==> src/design/n_queens_solution_enumerator_unit_defines.svh <==
// Assertion helpers for the N-queens enumerator.
// Every check samples on the rising edge of clk and is off while rst_n is low.
`ifndef N_QUEENS_SOLUTION_ENUMERATOR_UNIT_DEFINES_SVH
`define N_QUEENS_SOLUTION_ENUMERATOR_UNIT_DEFINES_SVH

// Same-cycle implication
`define NQSE_ASSERT_IMPLY(lbl, ante, cons, msg) \
    lbl: assert property (@(posedge clk) disable iff (!rst_n) (ante) |-> (cons)) \
        else $error(msg);

// Next-cycle implication
`define NQSE_ASSERT_NEXT(lbl, ante, cons, msg) \
    lbl: assert property (@(posedge clk) disable iff (!rst_n) (ante) |=> (cons)) \
        else $error(msg);

`endif

==> src/design/nqse_pkg.sv <==
`default_nettype none

package nqse_pkg;

    // Default largest board and the board size after reset
    localparam int MAX_BOARD_DEF    = 16;
    localparam int BOARD_SIZE_RESET = 8;

    // Fixed field widths
    localparam int SIZE_W    = 5;
    localparam int OUT_IDX_W = 4;

endpackage

`default_nettype wire

==> src/design/nqse_if.sv <==
`default_nettype none

// Request channel: one transaction asks for the next solution
interface nqse_req_if;
    logic valid;
    logic ready;
    logic restart;

    modport source (output valid, output restart, input ready);
    modport sink   (input valid, input restart, output ready);
endinterface

// Result channel: one transaction per board row, or one exhausted marker
interface nqse_res_if;
    logic                           valid;
    logic                           ready;
    logic [nqse_pkg::OUT_IDX_W-1:0] row_index;
    logic [nqse_pkg::OUT_IDX_W-1:0] queen_column;
    logic                           last_of_solution;
    logic                           exhausted;

    modport source (output valid, output row_index, output queen_column,
                    output last_of_solution, output exhausted, input ready);
    modport sink   (input valid, input row_index, input queen_column,
                    input last_of_solution, input exhausted, output ready);
endinterface

`default_nettype wire

==> src/design/nqse_clash_unit.sv <==
`default_nettype none

// Conflict check of one candidate column against the queen of one earlier row.
// Clash when both share a column or the column distance equals the row distance.
module nqse_clash_unit #(
    parameter int  MAX_BOARD = nqse_pkg::MAX_BOARD_DEF,
    localparam int RW        = (MAX_BOARD > 1) ? $clog2(MAX_BOARD) : 1,
    localparam int NW        = $clog2(MAX_BOARD + 1)
) (
    input  wire logic [RW-1:0] placed_col,
    input  wire logic [NW-1:0] cand_col,
    input  wire logic [RW-1:0] cand_row,
    input  wire logic [RW-1:0] placed_row,
    output      logic          clash
);
    logic [NW-1:0] col_ext;
    logic [NW-1:0] col_dist;
    logic [RW-1:0] row_dist;

    // Absolute column distance
    assign col_ext  = NW'(placed_col);
    assign col_dist = (col_ext >= cand_col) ? (col_ext - cand_col) : (cand_col - col_ext);

    // Earlier row always lies above the candidate row
    assign row_dist = cand_row - placed_row;

    assign clash = (col_dist == '0) || (col_dist == NW'(row_dist));

endmodule

`default_nettype wire

==> src/design/n_queens_solution_enumerator_unit.sv <==
// N-queens solution enumerator.
// req channel: each transaction asks for the next solution; restart=1 first
//   clears the placement and begins again from an empty board.
// res channel: a solution comes out as board_size transactions, rows 0..n-1
//   in order, last_of_solution on row n-1. When no solution remains a single
//   transaction with exhausted=1, last_of_solution=1, row and column 0 is sent.
// Config: cfg_wr_en/cfg_wr_data write board_size (0 acts as 1, values above
//   MAX_BOARD act as MAX_BOARD) and clear the search. Write only while idle.
// Timing: one conflict check per cycle through a single compare unit. A row
//   visit first fetches its start column, then checks each candidate against
//   the earlier rows in turn, and running past the last column backtracks.
//   The rows of a solution are unloaded after the search places its last
//   row, so the time to an answer follows the search length. An exhausted
//   answer after a finished search is sent without searching again.
// req.ready is high only while the sequencer is idle and no config write is
//   presented; one request in flight.
// A stalled receiver holds the result register and pauses the row unload;
//   the next request may be taken while the last row still waits.
// Reset: board_size becomes 8, placement empty, first request starts fresh.
`default_nettype none
`include "n_queens_solution_enumerator_unit_defines.svh"

module n_queens_solution_enumerator_unit #(
    parameter int MAX_BOARD = nqse_pkg::MAX_BOARD_DEF
) (
    input  wire logic                        clk,
    input  wire logic                        rst_n,
    input  wire logic                        cfg_wr_en,
    input  wire logic [nqse_pkg::SIZE_W-1:0] cfg_wr_data,
    nqse_req_if.sink                         req,
    nqse_res_if.source                       res
);
    localparam int RW = (MAX_BOARD > 1) ? $clog2(MAX_BOARD) : 1;
    localparam int NW = $clog2(MAX_BOARD + 1);
    localparam int OW = nqse_pkg::OUT_IDX_W;

    typedef enum logic [2:0] {
        ST_IDLE,
        ST_START,
        ST_CHECK,
        ST_EMIT,
        ST_EXH
    } state_t;

    state_t                        state_reg, state_next;
    logic [nqse_pkg::SIZE_W-1:0]   bsize_reg, bsize_next;
    logic [MAX_BOARD-1:0]          valid_reg, valid_next;
    logic [RW-1:0]                 row_reg, row_next;
    logic [RW-1:0]                 chk_reg, chk_next;
    logic [NW-1:0]                 cand_reg, cand_next;
    logic [RW-1:0]                 out_idx_reg, out_idx_next;
    logic                          done_reg, done_next;
    logic                          res_valid_reg, res_valid_next;
    logic [OW-1:0]                 res_row_reg, res_row_next;
    logic [OW-1:0]                 res_col_reg, res_col_next;
    logic                          res_last_reg, res_last_next;
    logic                          res_exh_reg, res_exh_next;

    // Placement store, one column per row
    logic [RW-1:0]                 col_mem [MAX_BOARD];
    logic                          col_we;
    logic [RW-1:0]                 rd_addr_next;
    logic [RW-1:0]                 rd_col_reg;

    logic [5:0]                    bsize_ext;
    logic [5:0]                    n_clamp;
    logic [NW-1:0]                 n_act;
    logic                          clash;
    logic                          out_free;
    logic                          clr;

    // Active board size
    assign bsize_ext = 6'(bsize_reg);
    always_comb
    begin
        if (bsize_ext == '0)
            n_clamp = 6'd1;
        else if (bsize_ext > 6'(MAX_BOARD))
            n_clamp = 6'(MAX_BOARD);
        else
            n_clamp = bsize_ext;
    end
    assign n_act = NW'(n_clamp);

    // Read address of the placement store for the coming cycle
    always_comb
    begin
        case (state_next)
            ST_START: rd_addr_next = row_next;
            ST_CHECK: rd_addr_next = chk_next;
            ST_EMIT:  rd_addr_next = out_idx_next;
            default:  rd_addr_next = row_next;
        endcase
    end

    // Shared conflict checker
    nqse_clash_unit #(
        .MAX_BOARD (MAX_BOARD)
    ) u_clash (
        .placed_col (rd_col_reg),
        .cand_col   (cand_reg),
        .cand_row   (row_reg),
        .placed_row (chk_reg),
        .clash      (clash)
    );

    assign out_free  = !res_valid_reg || res.ready;
    assign req.ready = (state_reg == ST_IDLE) && !cfg_wr_en;
    assign clr       = req.restart || (NW'(row_reg) >= n_act);

    // Sequencer
    always_comb
    begin
        state_next     = state_reg;
        bsize_next     = bsize_reg;
        valid_next     = valid_reg;
        row_next       = row_reg;
        chk_next       = chk_reg;
        cand_next      = cand_reg;
        out_idx_next   = out_idx_reg;
        done_next      = done_reg;
        res_valid_next = res_valid_reg;
        res_row_next   = res_row_reg;
        res_col_next   = res_col_reg;
        res_last_next  = res_last_reg;
        res_exh_next   = res_exh_reg;
        col_we         = 1'b0;

        if (res_valid_reg && res.ready)
            res_valid_next = 1'b0;

        case (state_reg)
            ST_IDLE:
            begin
                if (cfg_wr_en)
                begin
                    bsize_next = cfg_wr_data;
                    valid_next = '0;
                    row_next   = '0;
                    done_next  = 1'b0;
                end
                else if (req.valid)
                begin
                    if (clr)
                    begin
                        valid_next = '0;
                        row_next   = '0;
                        done_next  = 1'b0;
                    end
                    if (done_reg && !clr)
                        state_next = ST_EXH;
                    else
                        state_next = ST_START;
                end
            end

            // Resume above the stored column, or from column 0
            ST_START:
            begin
                cand_next  = valid_reg[row_reg] ? (NW'(rd_col_reg) + NW'(1)) : '0;
                chk_next   = '0;
                state_next = ST_CHECK;
            end

            ST_CHECK:
            begin
                if (cand_reg >= n_act)
                begin
                    // Row has no legal column: backtrack
                    valid_next[row_reg] = 1'b0;
                    if (row_reg == '0)
                    begin
                        done_next  = 1'b1;
                        state_next = ST_EXH;
                    end
                    else
                    begin
                        row_next   = row_reg - RW'(1);
                        state_next = ST_START;
                    end
                end
                else if (chk_reg == row_reg)
                begin
                    // No earlier row clashes: place the queen
                    col_we              = 1'b1;
                    valid_next[row_reg] = 1'b1;
                    if (NW'(row_reg) == n_act - NW'(1))
                    begin
                        out_idx_next = '0;
                        state_next   = ST_EMIT;
                    end
                    else
                    begin
                        row_next   = row_reg + RW'(1);
                        state_next = ST_START;
                    end
                end
                else if (clash)
                begin
                    cand_next = cand_reg + NW'(1);
                    chk_next  = '0;
                end
                else
                begin
                    chk_next = chk_reg + RW'(1);
                end
            end

            // Unload one row per free output slot
            ST_EMIT:
            begin
                if (out_free)
                begin
                    res_valid_next = 1'b1;
                    res_row_next   = OW'(out_idx_reg);
                    res_col_next   = OW'(rd_col_reg);
                    res_exh_next   = 1'b0;
                    res_last_next  = (NW'(out_idx_reg) == n_act - NW'(1));
                    if (NW'(out_idx_reg) == n_act - NW'(1))
                        state_next = ST_IDLE;
                    else
                        out_idx_next = out_idx_reg + RW'(1);
                end
            end

            ST_EXH:
            begin
                if (out_free)
                begin
                    res_valid_next = 1'b1;
                    res_row_next   = '0;
                    res_col_next   = '0;
                    res_last_next  = 1'b1;
                    res_exh_next   = 1'b1;
                    row_next       = '0;
                    state_next     = ST_IDLE;
                end
            end

            default:
            begin
                state_next = ST_IDLE;
            end
        endcase
    end

    // State and registered outputs
    always_ff @(posedge clk or negedge rst_n)
    begin
        if (!rst_n)
        begin
            state_reg     <= ST_IDLE;
            bsize_reg     <= nqse_pkg::SIZE_W'(nqse_pkg::BOARD_SIZE_RESET);
            valid_reg     <= '0;
            row_reg       <= '0;
            chk_reg       <= '0;
            cand_reg      <= '0;
            out_idx_reg   <= '0;
            done_reg      <= 1'b0;
            res_valid_reg <= 1'b0;
            res_row_reg   <= '0;
            res_col_reg   <= '0;
            res_last_reg  <= 1'b0;
            res_exh_reg   <= 1'b0;
        end
        else
        begin
            state_reg     <= state_next;
            bsize_reg     <= bsize_next;
            valid_reg     <= valid_next;
            row_reg       <= row_next;
            chk_reg       <= chk_next;
            cand_reg      <= cand_next;
            out_idx_reg   <= out_idx_next;
            done_reg      <= done_next;
            res_valid_reg <= res_valid_next;
            res_row_reg   <= res_row_next;
            res_col_reg   <= res_col_next;
            res_last_reg  <= res_last_next;
            res_exh_reg   <= res_exh_next;
        end
    end

    // Placement store: write on placement, registered read, same-edge bypass
    always_ff @(posedge clk)
    begin
        if (col_we)
            col_mem[row_reg] <= RW'(cand_reg);
        if (col_we && (rd_addr_next == row_reg))
            rd_col_reg <= RW'(cand_reg);
        else
            rd_col_reg <= col_mem[rd_addr_next];
    end

    assign res.valid            = res_valid_reg;
    assign res.row_index        = res_row_reg;
    assign res.queen_column     = res_col_reg;
    assign res.last_of_solution = res_last_reg;
    assign res.exhausted        = res_exh_reg;

    // Checks
    `NQSE_ASSERT_IMPLY(a_row_in_range, state_reg != ST_IDLE, NW'(row_reg) < n_act,
                       "search row beyond board")
    `NQSE_ASSERT_IMPLY(a_emit_placed, state_reg == ST_EMIT, valid_reg[out_idx_reg],
                       "unloading an empty row")
    `NQSE_ASSERT_IMPLY(a_exh_format, res.valid && res.exhausted,
                       res.last_of_solution && (res.row_index == '0)
                       && (res.queen_column == '0),
                       "bad exhausted transaction")
    `NQSE_ASSERT_NEXT(a_busy_after_req, req.valid && req.ready && !cfg_wr_en, !req.ready,
                      "ready right after a request")

endmodule

`default_nettype wire

==> src/flat_wrapper.sv <==
// flat-port wrapper written by rule: the top's interface ports become plain ports
module n_queens_solution_enumerator_unit_flat 
#(
    parameter int MAX_BOARD = nqse_pkg::MAX_BOARD_DEF
)
  (clk, rst_n, cfg_wr_en, cfg_wr_data, req_valid, req_restart, req_ready, res_valid, res_row_index, res_queen_column, res_last_of_solution, res_exhausted, res_ready);
  nqse_req_if req_i ();
  nqse_res_if res_i ();
  input  wire logic clk;
  input  wire logic rst_n;
  input  wire logic cfg_wr_en;
  input  wire logic [nqse_pkg::SIZE_W-1:0] cfg_wr_data;
  input wire logic [$bits(req_i.valid)-1:0] req_valid;
  input wire logic [$bits(req_i.restart)-1:0] req_restart;
  output wire logic [$bits(req_i.ready)-1:0] req_ready;
  output wire logic [$bits(res_i.valid)-1:0] res_valid;
  output wire logic [$bits(res_i.row_index)-1:0] res_row_index;
  output wire logic [$bits(res_i.queen_column)-1:0] res_queen_column;
  output wire logic [$bits(res_i.last_of_solution)-1:0] res_last_of_solution;
  output wire logic [$bits(res_i.exhausted)-1:0] res_exhausted;
  input wire logic [$bits(res_i.ready)-1:0] res_ready;
  assign req_i.valid = req_valid;
  assign req_i.restart = req_restart;
  assign req_ready = req_i.ready;
  assign res_valid = res_i.valid;
  assign res_row_index = res_i.row_index;
  assign res_queen_column = res_i.queen_column;
  assign res_last_of_solution = res_i.last_of_solution;
  assign res_exhausted = res_i.exhausted;
  assign res_i.ready = res_ready;
  n_queens_solution_enumerator_unit #(.MAX_BOARD(MAX_BOARD)) u_core (.clk(clk), .rst_n(rst_n), .cfg_wr_en(cfg_wr_en), .cfg_wr_data(cfg_wr_data), .req(req_i), .res(res_i));
endmodule
==> config.mk <==
export PLATFORM = sky130hd
export DESIGN_NAME = n_queens_solution_enumerator_unit_flat
export DESIGN_NICKNAME = d
export VERILOG_FILES = /design/src/design/nqse_pkg.sv /design/src/design/nqse_if.sv /design/src/design/nqse_clash_unit.sv /design/src/design/n_queens_solution_enumerator_unit.sv /design/src/flat_wrapper.sv
export VERILOG_INCLUDE_DIRS = /design/src /design/src/design
export SDC_FILE = /design/constraint.sdc
export NUM_CORES = 1
export LEC_CHECK = 0
export BUFFER_PORTS_ARGS = -buffer_cell sky130_fd_sc_hd__buf_2
export CORE_MARGIN = 5
export CORE_UTILIZATION = 35
export CTS_BUF_LIST = sky130_fd_sc_hd__clkbuf_16
export CTS_CLUSTER_DIAMETER = 30
export DETAILED_ROUTE_END_ITERATION = 7
export GPL_TIMING_DRIVEN = 0
export RECOVER_POWER = 50
export SYNTH_ARGS = -nofsm -noshare
export SYNTH_HDL_FRONTEND = slang
export SYNTH_SLANG_ARGS = --single-unit
==> constraint.sdc <==
create_clock -name clk -period 8.7 [get_ports clk]
set_input_delay 0.435 -clock clk [delete_from_list [all_inputs] [get_ports clk]]
set_output_delay 0.435 -clock clk [all_outputs]
set_load 0.05 [all_outputs]
Yosys cells after proc, flatten, opt, wreduce, memory -nomap -nowiden --
Memory sizes are Yosys's and may differ from the RTL's. A register that Yosys moved wholly into a read port is not among the register bits. Index checks and enable logic that the tools add are counted.
Cells by class: add/subtract/negate cells 10, magnitude comparators 6, eq/ne operators 20, muxes and demuxes 73, bitwise gates (word level) 3, reductions and logical operators 23
Operators with widths (count):
- $mux 16 | 5
- $mux 4 | 19
- $pmux 4 s2 | 5
- $mux 5 | 7
- $pmux 16 s2 | 1
- $mux 3 | 9
- $mux 1 | 18
- $and 16x16->16 | 1
- $not 16->16 | 1
- $or 16x16->16 | 1
- $pmux 3 s5 | 1
- $add 4x1->4 const B | 3
- $eq 3x2->1 const B | 4
- $pmux 4 s3 | 1
- $eq 4x5->1 | 2
- $ge 4x5->1 | 2
- $ne 2x1->1 const B | 5
- $pmux 5 s2 | 1
- $reduce_and 4->1 | 2
- $logic_not 6->1 | 1
- $pmux 1 s2 | 3
- $reduce_bool 2->1 | 3
- $add 4x1->5 const B | 1
- $add 5x1->5 const B | 1
- other kinds (30) | 38
Word-level totals: bits in registers 53, memory bits (writable) 64, output and inout bits 12, memories kept 1
Memories:
- u_core.col_mem | words 16, bits a word 4, read ports 1, clocked after memory_dff 1, write ports 1, line n_queens_solution_enumerator_unit.sv:60 | logic [RW-1:0] col_mem [MAX_BOARD];

Longest topological paths before layout --
depth in word-level cells 13, gate-level depth with buffers 20, gate-level depth less buffers 16

Hierarchy --
A second synthesis with hierarchy kept.
Second synthesis, totals: cells, all modules 600, area, all modules 6731.5 µm²
Modules (own cells, without submodules):
- n_queens_solution_enumerator_unit | times used 1, cells each 528, area an instance 6144.6 µm², sequential area each 3329.4 µm²
- nqse_clash_unit | times used 1, cells each 72, area an instance 586.8 µm², sequential area each 0.0 µm²

Worst setup path before layout --
No wires, ideal clock.
path kind reg2reg, from register (tool-made name), to register u_core.cand_reg[3], data arrival time 3.886 ns, setup slack 4.721 ns, cell stages (with the launch flop) 20, period minus slack after synthesis 3.979 ns, path through dfxtp_1 > buf_6 > buf_6 > mux4_2 > a22oi_1 > nand3_1 > inv_1 > ha_1 > inv_1 > fa_1 > a21oi_1 > nor2b_1 > a2111o_1 > o311a_1 > nand4_1 > nor2_1 > or3_1 > buf_6 > a41o_1 > a221oi_2
RTL lines:
- end signal: assignment | line n_queens_solution_enumerator_unit.sv:273 | cand_reg <= cand_next;
- end: declaration | line n_queens_solution_enumerator_unit.sv:50 | logic [NW-1:0] cand_reg, cand_next;

==> flow_metrics.tcl <==
set metrics [dict create \
    status "complete, but fails checks" \
    violations "max-capacitance violations, max-slew violations" \
    area_delta_synth_final_pct 15.15 \
    max_stage_delay_ns 0.40 \
    synth-seq-area-share_pct 50.33 \
    async_reset_ff_share_pct 43.80 \
    wirelength_um 16590 \
    path_clk_slew_ns 0.06 \
    dp_hpwl_um 11820 \
    path_max_fanout 10 \
    start_util_pct 35.48 \
    h-tree-depth 4 \
    ys_warn_count 0 \
    worst_pin_slew_ns 2.949 \
    syn_area_um2 6615 \
    ys_ff_latch 121 \
    final_area_um2 7617 \
    syn_avg_cell_area_um2 11.27 \
    gp_congestion 0.9201 \
    power_density_nw_per_um2 375.1 \
    hold_violations 0 \
    fmax_mhz 206.6 \
    synth_top_cells_by_area "edfxtp_1 (29%), dfrtp_1 (20%), mux4_2 (7.8%)" \
    cts-root-buf "clkbuf_16" \
    antenna_found_initial 0 \
    die-area_um2 21750 \
    cts_hold_buf 0 \
    final_cells 875 \
    drt_iter0_drc 432 \
    utilization_pct 40.86 \
    clk_latency_ns 0.43 \
    hold_path_class "primary input to flip-flop" \
    cp.required_ns 8.99 \
    rows 50 \
    ys_types 67 \
    yosysMostFrequentCell "edfxtp_1" \
    nets 671 \
    cts_setup_buffers 0 \
    critPathSlowestCell "fa_1" \
    n_antenna_cell 0 \
    arrival_ns 5.13 \
    ant_nets 0 \
    synth_ff_type "edfxtp_1" \
    synth_top_area_share_pct 29.05 \
    setup-violations-final 0 \
    path_cells "clkbuf_1 > buf_2 > mux4_2 > a22oi_1 > nand3_1 > inv_1 > ha_1 > inv_1 > fa_1 > a21oi_1 > nor2b_1 > a2111o_1 > o311a_1 > nand4_1 > nor4_1 > or3_1 > buf_6 > buf_6 > o21ai_0 > a22oi_1" \
    dr_total_vias 4915 \
    drcViolationCount 0 \
    fin_skew_ns 0.01694 \
    ys_top_cells_by_count "edfxtp_1 (64), nand2_1 (53), dfrtp_1 (52), o21ai_0 (50), nor2_1 (46)" \
    track_usage_pct 16.04 \
    finalPower_uw 2857 \
    synthCells 587 \
    end_kind "flip-flop" \
    maxCapViolCount 1 \
    yosysTopAreaCell "edfxtp_1" \
    clock-sinks 121 \
    port-buffer-count 22 \
    cp_top_family "compound AO/OA/AOI/OAI gates" \
    wl_per_cell_um 18.96 \
    avgViaCountPerCell 5.617 \
    cts_buffers 17 \
    firstDrtPassIters 5 \
    dp.cells 843 \
    cts_resized 0 \
    grt_pass1_vias 5048 \
    fp.coreArea_um2 18640 \
    place_area_um2 7018 \
    grt_max_degree 54 \
    fillers 1758 \
    pin_count 23 \
    grt_pass1_wl_um 27240 \
    largest_reg_flops 64 \
    startpoint_type "flip-flop" \
    die-height_um 147.5 \
    tritoncts "yes" \
    layout_min_cycle_time_ns 4.841 \
    drive_above_1_share_pct 14.04 \
    final_max_slew_viol_count 54 \
    p_leak_uw 0.002954 \
    fin_crit_sh_pct 55.64 \
    peakVddDrop_v 0.0002782 \
    fin_tns_setup_ns 0 \
    cp_num_buf_inv 6 \
    worstSetupPathType "flip-flop to flip-flop" \
    synth_edf_count 64 \
    die_w_um 147.5 \
    grt-ovfl-total 0 \
    maxSlewHeadroom_pct -96.61 \
    clockBufferDepth 2 \
    grt_setup_unrepaired "no" \
    synth_nets 630 \
]
## tightest hold or removal path: stages
cell,delay [ns]
buf_2,0.07
nand2_1,0.04
o21ai_0,0.06
## final timing paths
| path | slack (ns) | cells after the start | to | start |
|---|---|---|---|---|
| max in group asynchronous | 6.06 | 1 | u_core.cand_reg[1] | rst_n |
| hold reg to reg | 0.51 | 2 | u_core.valid_reg[8] | u_core.valid_reg[8] |
| min in group asynchronous | 0.96 | 1 | u_core.res.queen_column[0] | rst_n |
| setup reg to reg | 3.86 | 20 | u_core.cand_reg[4] | flip-flop |
| hold / removal | 0.22 | 3 | u_core.bsize_reg[4] | cfg_wr_data[4] |
| setup / recovery | 3.86 | 20 | u_core.cand_reg[4] | flip-flop |
## metrics by stage
| stage | hold slack [ns] | worst slack, ns |
|---|---|---|
| after floorplan | 0.1394 | 4.721 |
| after global placement | 0.4850 | 3.907 |
| after detailed placement | 0.5016 | 3.796 |
| after CTS | 0.2145 | 3.765 |
| after global routing | 0.2369 | 3.484 |
| final | 0.2246 | 3.859 |
## cells in the final DEF (no fill, tap or decap), types with 9 or more instances in the layout
| cell | instances |
|---|---|
| o21ai_0 | 50 |
| inv_1 | 27 |
| a21oi_1 | 45 |
| clkbuf_1 | 28 |
| mux4_2 | 23 |
| ha_1 | 29 |
| nand3_1 | 24 |
| nor2_1 | 46 |
| dfrtp_1 | 52 |
| clkbuf_16 | 17 |
| nand2_1 | 53 |
| nor2b_1 | 9 |
| edfxtp_1 | 64 |
| buf_2 | 16 |
## power by group
group / internal (µW) / leakage (µW) / switching (µW)
Sequential: 713 / 0.00132 / 112
Clock: 474 / 0.000302 / 259
Combinational: 497 / 0.00133 / 802
Total: 1680 / 0.00295 / 1170
## routing by layer
metal	vias up	global-route usage, %	share of wire [%]
met2	164	25.48	47
li1	2286	-	-
met4	0	6.570	1.9
met3	23	3.158	5.2
met1	2442	21.65	46
met5	-	0	0
## kinds of logic (layout without fill, tap and decap cells)
group	Yosys count	count (layout)	share of synthesized area, %
simple gates	176	176	12.69
compound gates	159	159	15.32
xor+xnor	16	16	2.535
mux	29	29	8.871
buf+inv	54	108	3.858
flops	121	121	50.33
fa+ha+maj	32	32	6.393
## final cells by class
| cell class | instances | area, µm² | area share, % |
|---|---|---|---|
| Multi-Input combinational cell | 412 | 3030 | 39.78 |
| Clock inverter | 15 | 185.2 | 2.431 |
| Buffer | 30 | 165.2 | 2.168 |
| Tap cell | 234 | 292.8 | 3.844 |
| Inverter | 24 | 90.09 | 1.183 |
| Timing Repair Buffer | 22 | 98.84 | 1.298 |
| Sequential cell | 121 | 3329 | 43.71 |
| Clock buffer | 17 | 425.4 | 5.585 |
Note: power is estimated with default switching activity, not from simulation.
